[src/sv/uvs_pkg.sv]
package uvs_pkg;

  localparam int MAX_SLICES = 1024;
  localparam int MAX_STACKS = 1024;

  localparam int IDX_W = 11;
  localparam int REC_W = 33;
  localparam int PROD_W = 44;
  localparam int VERT_W = 21;
  localparam int TEX_W = 17;
  localparam int POS_W = 17;
  localparam int NORM_W = 16;
  localparam int XY_W = 32;
  localparam int Z_W = 34;
  localparam int CORDIC_STEPS = 20;
  localparam int DIV_STEPS = 33;
  localparam int CNT_W = 6;

  localparam logic signed [XY_W-1:0] CORDIC_START = 32'sd652032874;
  localparam logic [REC_W-1:0] RECIP_32 = 33'h008000000;
  localparam logic [REC_W-1:0] RECIP_16 = 33'h010000000;

  typedef enum logic [1:0] {
    CFG_RADIUS = 2'd0,
    CFG_SLICES = 2'd1,
    CFG_STACKS = 2'd2,
    CFG_INVERT = 2'd3
  } cfg_index_t;

  typedef struct packed {
    logic              vld;
    logic              func;
    logic [TEX_W-1:0]  tex_u;
    logic [TEX_W-1:0]  tex_v;
    logic [VERT_W-1:0] va;
    logic [VERT_W-1:0] vb1;
    logic [VERT_W-1:0] vc1;
    logic [VERT_W-1:0] vb2;
    logic [1:0]        qu;
    logic [1:0]        qv;
  } tag_t;

  typedef struct packed {
    logic signed [XY_W-1:0] x;
    logic signed [XY_W-1:0] y;
    logic signed [Z_W-1:0]  z;
  } rot_t;

  typedef struct packed {
    logic [1:0]            q;
    logic signed [Z_W-1:0] z;
  } red_t;

  function automatic logic signed [Z_W-1:0] atan_turn(input int k);
    logic [29:0] a;
    case (k)
      0: a = 30'h20000000;
      1: a = 30'h12E4051E;
      2: a = 30'h09FB385B;
      3: a = 30'h051111D4;
      4: a = 30'h028B0D43;
      5: a = 30'h0145D7E1;
      6: a = 30'h00A2F61E;
      7: a = 30'h00517C55;
      8: a = 30'h0028BE53;
      9: a = 30'h00145F2F;
      10: a = 30'h000A2F98;
      11: a = 30'h000517CC;
      12: a = 30'h00028BE6;
      13: a = 30'h000145F3;
      14: a = 30'h0000A2FA;
      15: a = 30'h0000517D;
      16: a = 30'h000028BE;
      17: a = 30'h0000145F;
      18: a = 30'h00000A30;
      19: a = 30'h00000518;
      default: a = 30'h0;
    endcase
    return $signed({4'b0, a});
  endfunction

  function automatic red_t reduce(input logic [31:0] ph);
    red_t r;
    logic [31:0] sum;
    logic [31:0] ru;
    sum = ph + 32'h2000_0000;
    r.q = sum[31:30];
    ru = ph - {r.q, 30'b0};
    r.z = Z_W'($signed(ru));
    return r;
  endfunction

  function automatic rot_t cordic_step(input rot_t a, input int k);
    rot_t r;
    logic signed [XY_W-1:0] dx;
    logic signed [XY_W-1:0] dy;
    dx = a.y >>> k;
    dy = a.x >>> k;
    if (a.z >= 0) begin
      r.x = a.x - dx;
      r.y = a.y + dy;
      r.z = a.z - atan_turn(k);
    end else begin
      r.x = a.x + dx;
      r.y = a.y - dy;
      r.z = a.z + atan_turn(k);
    end
    return r;
  endfunction

endpackage

[src/sv/uvs_recip.sv]
module uvs_recip (
  input  logic                           clk,
  input  logic                           rst,
  input  logic                           load,
  input  logic [uvs_pkg::IDX_W-1:0]      n,
  output logic                           busy,
  output logic                           done,
  output logic [uvs_pkg::REC_W-1:0]      quo
);

  logic                          run;
  logic [uvs_pkg::CNT_W-1:0]     cnt;
  logic [uvs_pkg::IDX_W-1:0]     rem;
  logic [uvs_pkg::IDX_W-1:0]     dvs;
  logic [uvs_pkg::REC_W-1:0]     dsh;
  logic [uvs_pkg::IDX_W:0]       rem_s;
  logic [uvs_pkg::IDX_W:0]       diff;
  logic                          ge;

  always_comb begin
    rem_s = {rem, dsh[uvs_pkg::REC_W-1]};
    diff = rem_s - {1'b0, dvs};
    ge = rem_s >= {1'b0, dvs};
  end

  always_ff @(posedge clk) begin
    if (rst) begin
      run <= 1'b0;
      done <= 1'b0;
      cnt <= '0;
    end else begin
      done <= 1'b0;
      if (load) begin
        run <= 1'b1;
        cnt <= '0;
        rem <= '0;
        dvs <= n;
        dsh <= {1'b1, 32'(n[uvs_pkg::IDX_W-1:1])};
      end else if (run) begin
        rem <= ge ? diff[uvs_pkg::IDX_W-1:0] : rem_s[uvs_pkg::IDX_W-1:0];
        quo <= {quo[uvs_pkg::REC_W-2:0], ge};
        dsh <= {dsh[uvs_pkg::REC_W-2:0], 1'b0};
        cnt <= cnt + uvs_pkg::CNT_W'(1);
        if (cnt == uvs_pkg::CNT_W'(uvs_pkg::DIV_STEPS - 1)) begin
          run <= 1'b0;
          done <= 1'b1;
        end
      end
    end
  end

  assign busy = run | done;

endmodule

[config.mk]
export PLATFORM = sky130hd
export DESIGN_NAME = uvs_recip
export DESIGN_NICKNAME = d
export VERILOG_FILES = /design/src/sv/uvs_pkg.sv /design/src/sv/uvs_recip.sv
export SDC_FILE = /design/constraint.sdc
export NUM_CORES = 1
export LEC_CHECK = 0
export ABC_AREA = 1
export BUFFER_PORTS_ARGS = -buffer_cell sky130_fd_sc_hd__buf_4
export CAP_MARGIN = 15
export CORE_ASPECT_RATIO = 1.5
export CORE_MARGIN = 3
export CORE_UTILIZATION = 45
export DETAILED_ROUTE_END_ITERATION = 7
export GPL_ROUTABILITY_DRIVEN = 0
export SETUP_SLACK_MARGIN = 0.1
export SYNTH_ARGS = -nofsm -noshare
export SYNTH_HDL_FRONTEND = slang
export SYNTH_SLANG_ARGS = --single-unit
[constraint.sdc]
create_clock -name clk -period 5.2 [get_ports clk]
set_clock_uncertainty 0.05 [all_clocks]
set_input_delay 0.26 -clock clk [delete_from_list [all_inputs] [get_ports clk]]
set_output_delay 0.26 -clock clk [all_outputs]
set_load 0.05 [all_outputs]
== Yosys cells after proc, flatten, opt, wreduce, memory -nomap -nowiden ==
Index checks and enable logic that the tools add are counted.

* Flip-flop bits (word level): 96
* Bits in latches: 0
* Bits in writable memories: 0
* Bits in read-only memories: 0
* Bits of input ports: 14
* Output and inout bits: 35
* Logic and storage cells: 30
* Memories: 0

* Add/sub/neg operators: 2
* $mul: 0
* Divide/modulo/power cells: 0
* $lt $le $gt $ge: 1
* Equality and inequality tests: 1
* Shift operators: 0
* Muxes and demuxes: 8
* Bitwise gates (word level): 4
* Reductions and logical operators: 6

{| class="wikitable"
|+ Operators with widths
! kind !! number
|-
| two-way mux 33 bit || 1
|-
| two-way mux 11 bit || 2
|-
| >= comparator 12 x 11 -> 1 bit || 1
|-
| subtractor 11 bit || 1
|-
| two-way mux 10 bit || 1
|-
| adder 6 x 1 -> 6 bit (second input constant) || 1
|-
| equality test 6 bit (second input constant) || 1
|-
| two-way mux 1 bit || 4
|-
| AND reduction 2 bit || 2
|-
| NOT 1 bit || 3
|-
| AND reduction 3 bit || 1
|-
| OR reduction 3 bit || 1
|-
| nonzero test 2 bit || 1
|-
| OR reduction 2 bit || 1
|-
| OR 1 bit || 1
|}

== Logic depth before layout (Yosys ltp) ==
* Word-level depth: 4
* Depth in mapped cells: 12
* Depth with buffers taken out: 12

== Worst setup path after synthesis ==
OpenSTA, ideal clock, no wires.

* Path type: input port to flip-flop
* Start point: input port load
* End point: register dsh[0] (netlist bit) (enable)
* Library setup time: 509 ps
* Data arrival time: 3783 ps
* Required time: 4641 ps
* Setup slack: 858 ps
* Stages on the path: 3
* Path buffers: 1
* Cell sequence: clkbuf_1 inv_1 o21ai_0

* Cells in the longest elaborated chain, start to end: 2

{| class="wikitable"
|+ RTL lines
! element !! RTL line !! RTL
|-
| start, declared || uvs_recip.sv:4 || <nowiki>input logic load,</nowiki>
|-
| nonzero test 2 bit (no source line) || -- ||
|-
| AND reduction 2 bit (no source line) || -- ||
|-
| end signal, assigned || uvs_recip.sv:38 || <nowiki>dsh <= {1'b1, 32'(n[uvs_pkg::IDX_W-1:1])};</nowiki>
|-
| end signal, assigned || uvs_recip.sv:42 || <nowiki>dsh <= {dsh[uvs_pkg::REC_W-2:0], 1'b0};</nowiki>
|-
| end, declared || uvs_recip.sv:15 || <nowiki>logic [uvs_pkg::REC_W-1:0] dsh;</nowiki>
|}

Every way passes these cells.
A chain may end at the register's enable or synchronous reset.

== Final worst setup path ==
* Start point: register rem[6] (netlist bit)
* End point: register rem[0] (netlist bit) (data pin)

* Cells in the longest elaborated chain, start to end: 3

{| class="wikitable"
|+ RTL lines
! element !! RTL line !! RTL
|-
| start, declared || uvs_recip.sv:13 || <nowiki>logic [uvs_pkg::IDX_W-1:0] rem;</nowiki>
|-
| start signal, assigned || uvs_recip.sv:40 || <nowiki>rem <= ge ? diff[uvs_pkg::IDX_W-1:0] : rem_s[uvs_pkg::IDX_W-1:0];</nowiki>
|-
| >= comparator 12 x 11 -> 1 bit || uvs_recip.sv:23 || <nowiki>ge = rem_s >= {1'b0, dvs};</nowiki>
|-
| two-way mux 11 bit || uvs_recip.sv:40 ||
|-
| two-way mux 11 bit || uvs_recip.sv:39 || <nowiki>end else if (run) begin</nowiki>
|}

Every way passes these cells. The select of a mux whose other input is x is not followed.

==> flow_summary_export.csv <==
group,metric,value,unit
status,outcome,"finished, final reports clean",
logic_synthesis,synth_edf_count,88,
logic_synthesis,synth_cells,415,
global_routing,antenna_found_initial,0,
logic_synthesis,yosys-top-cells-count,"nand2_1 (97), edfxtp_1 (88), inv_1 (81)",
floorplanning,initial_core_util,0.464,
floorplanning,die_h,126,um
placement,io_buffers,48,
timing,post-route-period-util,0.499,
cts,htree_levels,3,
cts,clk_pin_slew_worst_paths,0.07,ns
critical_path,worst_setup_path_start_kind,"flop",
cts,clkLatencyLatePin,0.34,ns
timing,finalSetupTns,0,ns
critical_path,timing.rr.start,"rem[6]$_SDFFCE_PP0P_",
global_routing,grt_start_max_net_pins,38,
logic_synthesis,synth.area.top_cells,"edfxtp_1 (61%), nand2_1 (8.4%), inv_1 (7.0%)",
cts,cts_tree,"done",
cts,cts_root_buffer,"clkbuf_16",
cells_and_area,nets,494,
flow_run,drv_cap,0,
floorplanning,io_pins,49,
cts,cts_buffers,9,
cts,post_cts_buffers,0,
cts,cts.sinks,96,
critical_path,end_kind,"flop",
power,p_leak,0.00227,uW
placement,place_hpwl,5820,um
power,cellPowerDensity,368,nW/um^2
routing,num_vias,2822,
critical_path,crit_fanout,11,
cells_and_area,antennaDiodeCount,0,
logic_synthesis,synthDistinctLibCells,27,
logic_synthesis,synth-seq-area-share,0.650,
cells_and_area,instances_no_fill,583,
routing,drtPass1Iterations,4,
timing,worstMarginPinSlew,1.03,ns
logic_synthesis,synth_most_common_cell,"nand2_1",
global_routing,grtUsageTotal,0.161,
timing,finalHoldViolCount,0,
logic_synthesis,synth.largest_area_cell,"edfxtp_1",
floorplanning,dieArea,10800,um^2
logic_synthesis,muxShareOfSynthArea,0,
routing,final_antenna_net_count,0,
logic_synthesis,synth_top_family_by_area,"simple AND/OR/NAND/NOR gates",
critical_path,worstPathArrival,2.64,ns
power,irDropWorstVdd,0.266,mV
timing,rsz0062_at_grt,"no",
timing,setup-violations-final,0,
global_routing,grt-ovfl-total,0,
logic_synthesis,synth_fa_ha_area_frac,0.0423,
timing,slew_violations,0,
logic_synthesis,ys_ff_latch,96,
routing,drc,0,
timing,relSlewSlack,0.311,
logic_synthesis,synthDominantCellAreaShare,0.613,
worst_hold_path,hold_class,"in2reg",
logic_synthesis,synth.net_count,443,
floorplanning,core_area,9310,um^2
cells_and_area,nFillCells,856,
logic_synthesis,synthesis.area,4310,um^2
cts,clock_path_buffers,2,
global_routing,grt_pass1_vias,2825,
routing,routed_wl,8220,um
routing,wl_per_cell,14.1,um
logic_synthesis,synth_xor_area_frac,0.00609,
logic_synthesis,async_reset_ff_frac,0,
timing,fmax,0.386,GHz
critical_path,startpoint,"rem[6]$_SDFFCE_PP0P_",
logic_synthesis,syn_avg_cell_area,10.4,um^2
logic_synthesis,synth_simple_gate_area_share,0.202,
floorplanning,die-width,85.9,um
logic_synthesis,yosysWarnings,0,
global_routing,grt_pass1_wl,13600,um
timing,period_needed,2.59,ns
cts,holdBufCountCts,0,
cells_and_area,final_layout_size_suffix_gt1_frac,0.166,
logic_synthesis,ys.flop_type,"edfxtp_1",
placement,dp.cells,567,
cts,cts_resized,0,
cells_and_area,areaGrowthSynthToFinish,17.6,%
critical_path,crit_required,5.24,ns
critical_path,path_class,"reg2reg",
routing,via_per_inst,4.84,
worst_hold_path,worstHoldStart,"n[0]",
floorplanning,row_count,43,
logic_synthesis,synth_compound_area_frac,0.0139,
routing,drt_iter0_drc,150,
==> cells in the final DEF, fill, tap and decap left out <==
cell	synthesis	routed
nor3_4	1	1
bufinv_16	0	1
clkbuf_16	0	9
clkinv_2	0	2
clkinvlp_4	0	2
a21oi_1	7	7
nand4_1	12	12
buf_4	1	50
or2_2	2	2
nand2_2	1	1
nand3_2	4	4
o21ai_4	0	1
clkinv_1	0	1
nor3b_1	2	2
o21ai_0	2	1
ha_1	13	13
nand3_1	14	14
nand2_1	97	97
nor2_1	58	57
o21a_1	1	1
dfxtp_1	8	8
a211oi_1	1	1
fa_1	1	1
nand4_2	1	1
xnor2_1	1	1
inv_1	81	81
nor3_1	6	6
inv_8	0	1
xor2_1	2	2
nor2_2	2	3
edfxtp_1	88	88
==> path summary, 6_finish.rpt <==
path / to / slack (ns) / depth (start not counted)
worst max register to register: rem[0]$_SDFFCE_PP0P_ / 2.61 / 9
worst min register to register: quo[2]$_DFFE_PP_ / 0.40 / 0
worst min-delay path: dvs[0]$_DFFE_PP_ / 0.05 / 1
worst max-delay path: rem[0]$_SDFFCE_PP0P_ / 2.61 / 9
==> critical path, stage by stage (launching register included) <==
cell and delay (ns):
edfxtp_1 0.39, ha_1 0.36, nand2_1 0.15, inv_1 0.05
nand2_1 0.06, nand2_1 0.07, a21oi_1 0.79, nand4_1 0.25
nand2_1 0.12, nor2_1 0.05
==> layer usage <==
metal / vias up / routed length, um / GRT usage
li1: 1435 / - / -
met5: - / 0 / 0
met1: 1342 / 3370 / 0.196
met4: 0 / 114 / 0.0485
met3: 10 / 244 / 0.0347
met2: 35 / 4490 / 0.284
==> area by class of cell <==
| cell class | instances | area [um^2] | area share |
|---|---|---|---|
| clock inverters | 7 | 70.1 | 0.0138 |
| clock buffers | 9 | 225 | 0.0444 |
| repair buffers | 50 | 375 | 0.0740 |
| inverters | 81 | 304 | 0.0599 |
| multi-input cells | 228 | 1150 | 0.228 |
| flip-flops and latches | 96 | 2800 | 0.553 |
| well taps | 112 | 140 | 0.0276 |
==> cell families after synthesis <==
kind of cell               count (synthesis)
buffers and inverters                     91
AOI/OAI and AO/OA                         11
DFF                                       96
adders and majority gates                 14
xor gates and xnor gates                   3
and+or+nand+nor                          200
==> power by group <==
group          internal, uW  switching [uW]  leakage [uW]
Sequential              903            20.0      0.000905
Clock                   372             274      0.000141
Combinational          96.1             199       0.00123
Total                  1370             493       0.00227
==> state kept, by name, indices dropped and copies added (netlist names) <==
signal	count
cnt	6
done	1
dsh	33
dvs	11
quo	33
rem	11
run	1
==> through the flow <==
step                      power, uW  cell area [um^2]  utilization  hold slack [ns]  worst slack, ns
after detailed placement       1240              4780        0.513            0.387             2.72
after floorplan                1160              4310            -            0.309            0.858
final                          1860              5070        0.545           0.0527             2.61
after global routing           1950              5070        0.545           0.0408             2.49
after global placement         1230              4780        0.513            0.386             2.74
after CTS                      1890              5070        0.545           0.0409             2.68
No activity file was read; power rests on OpenSTA's default activity.
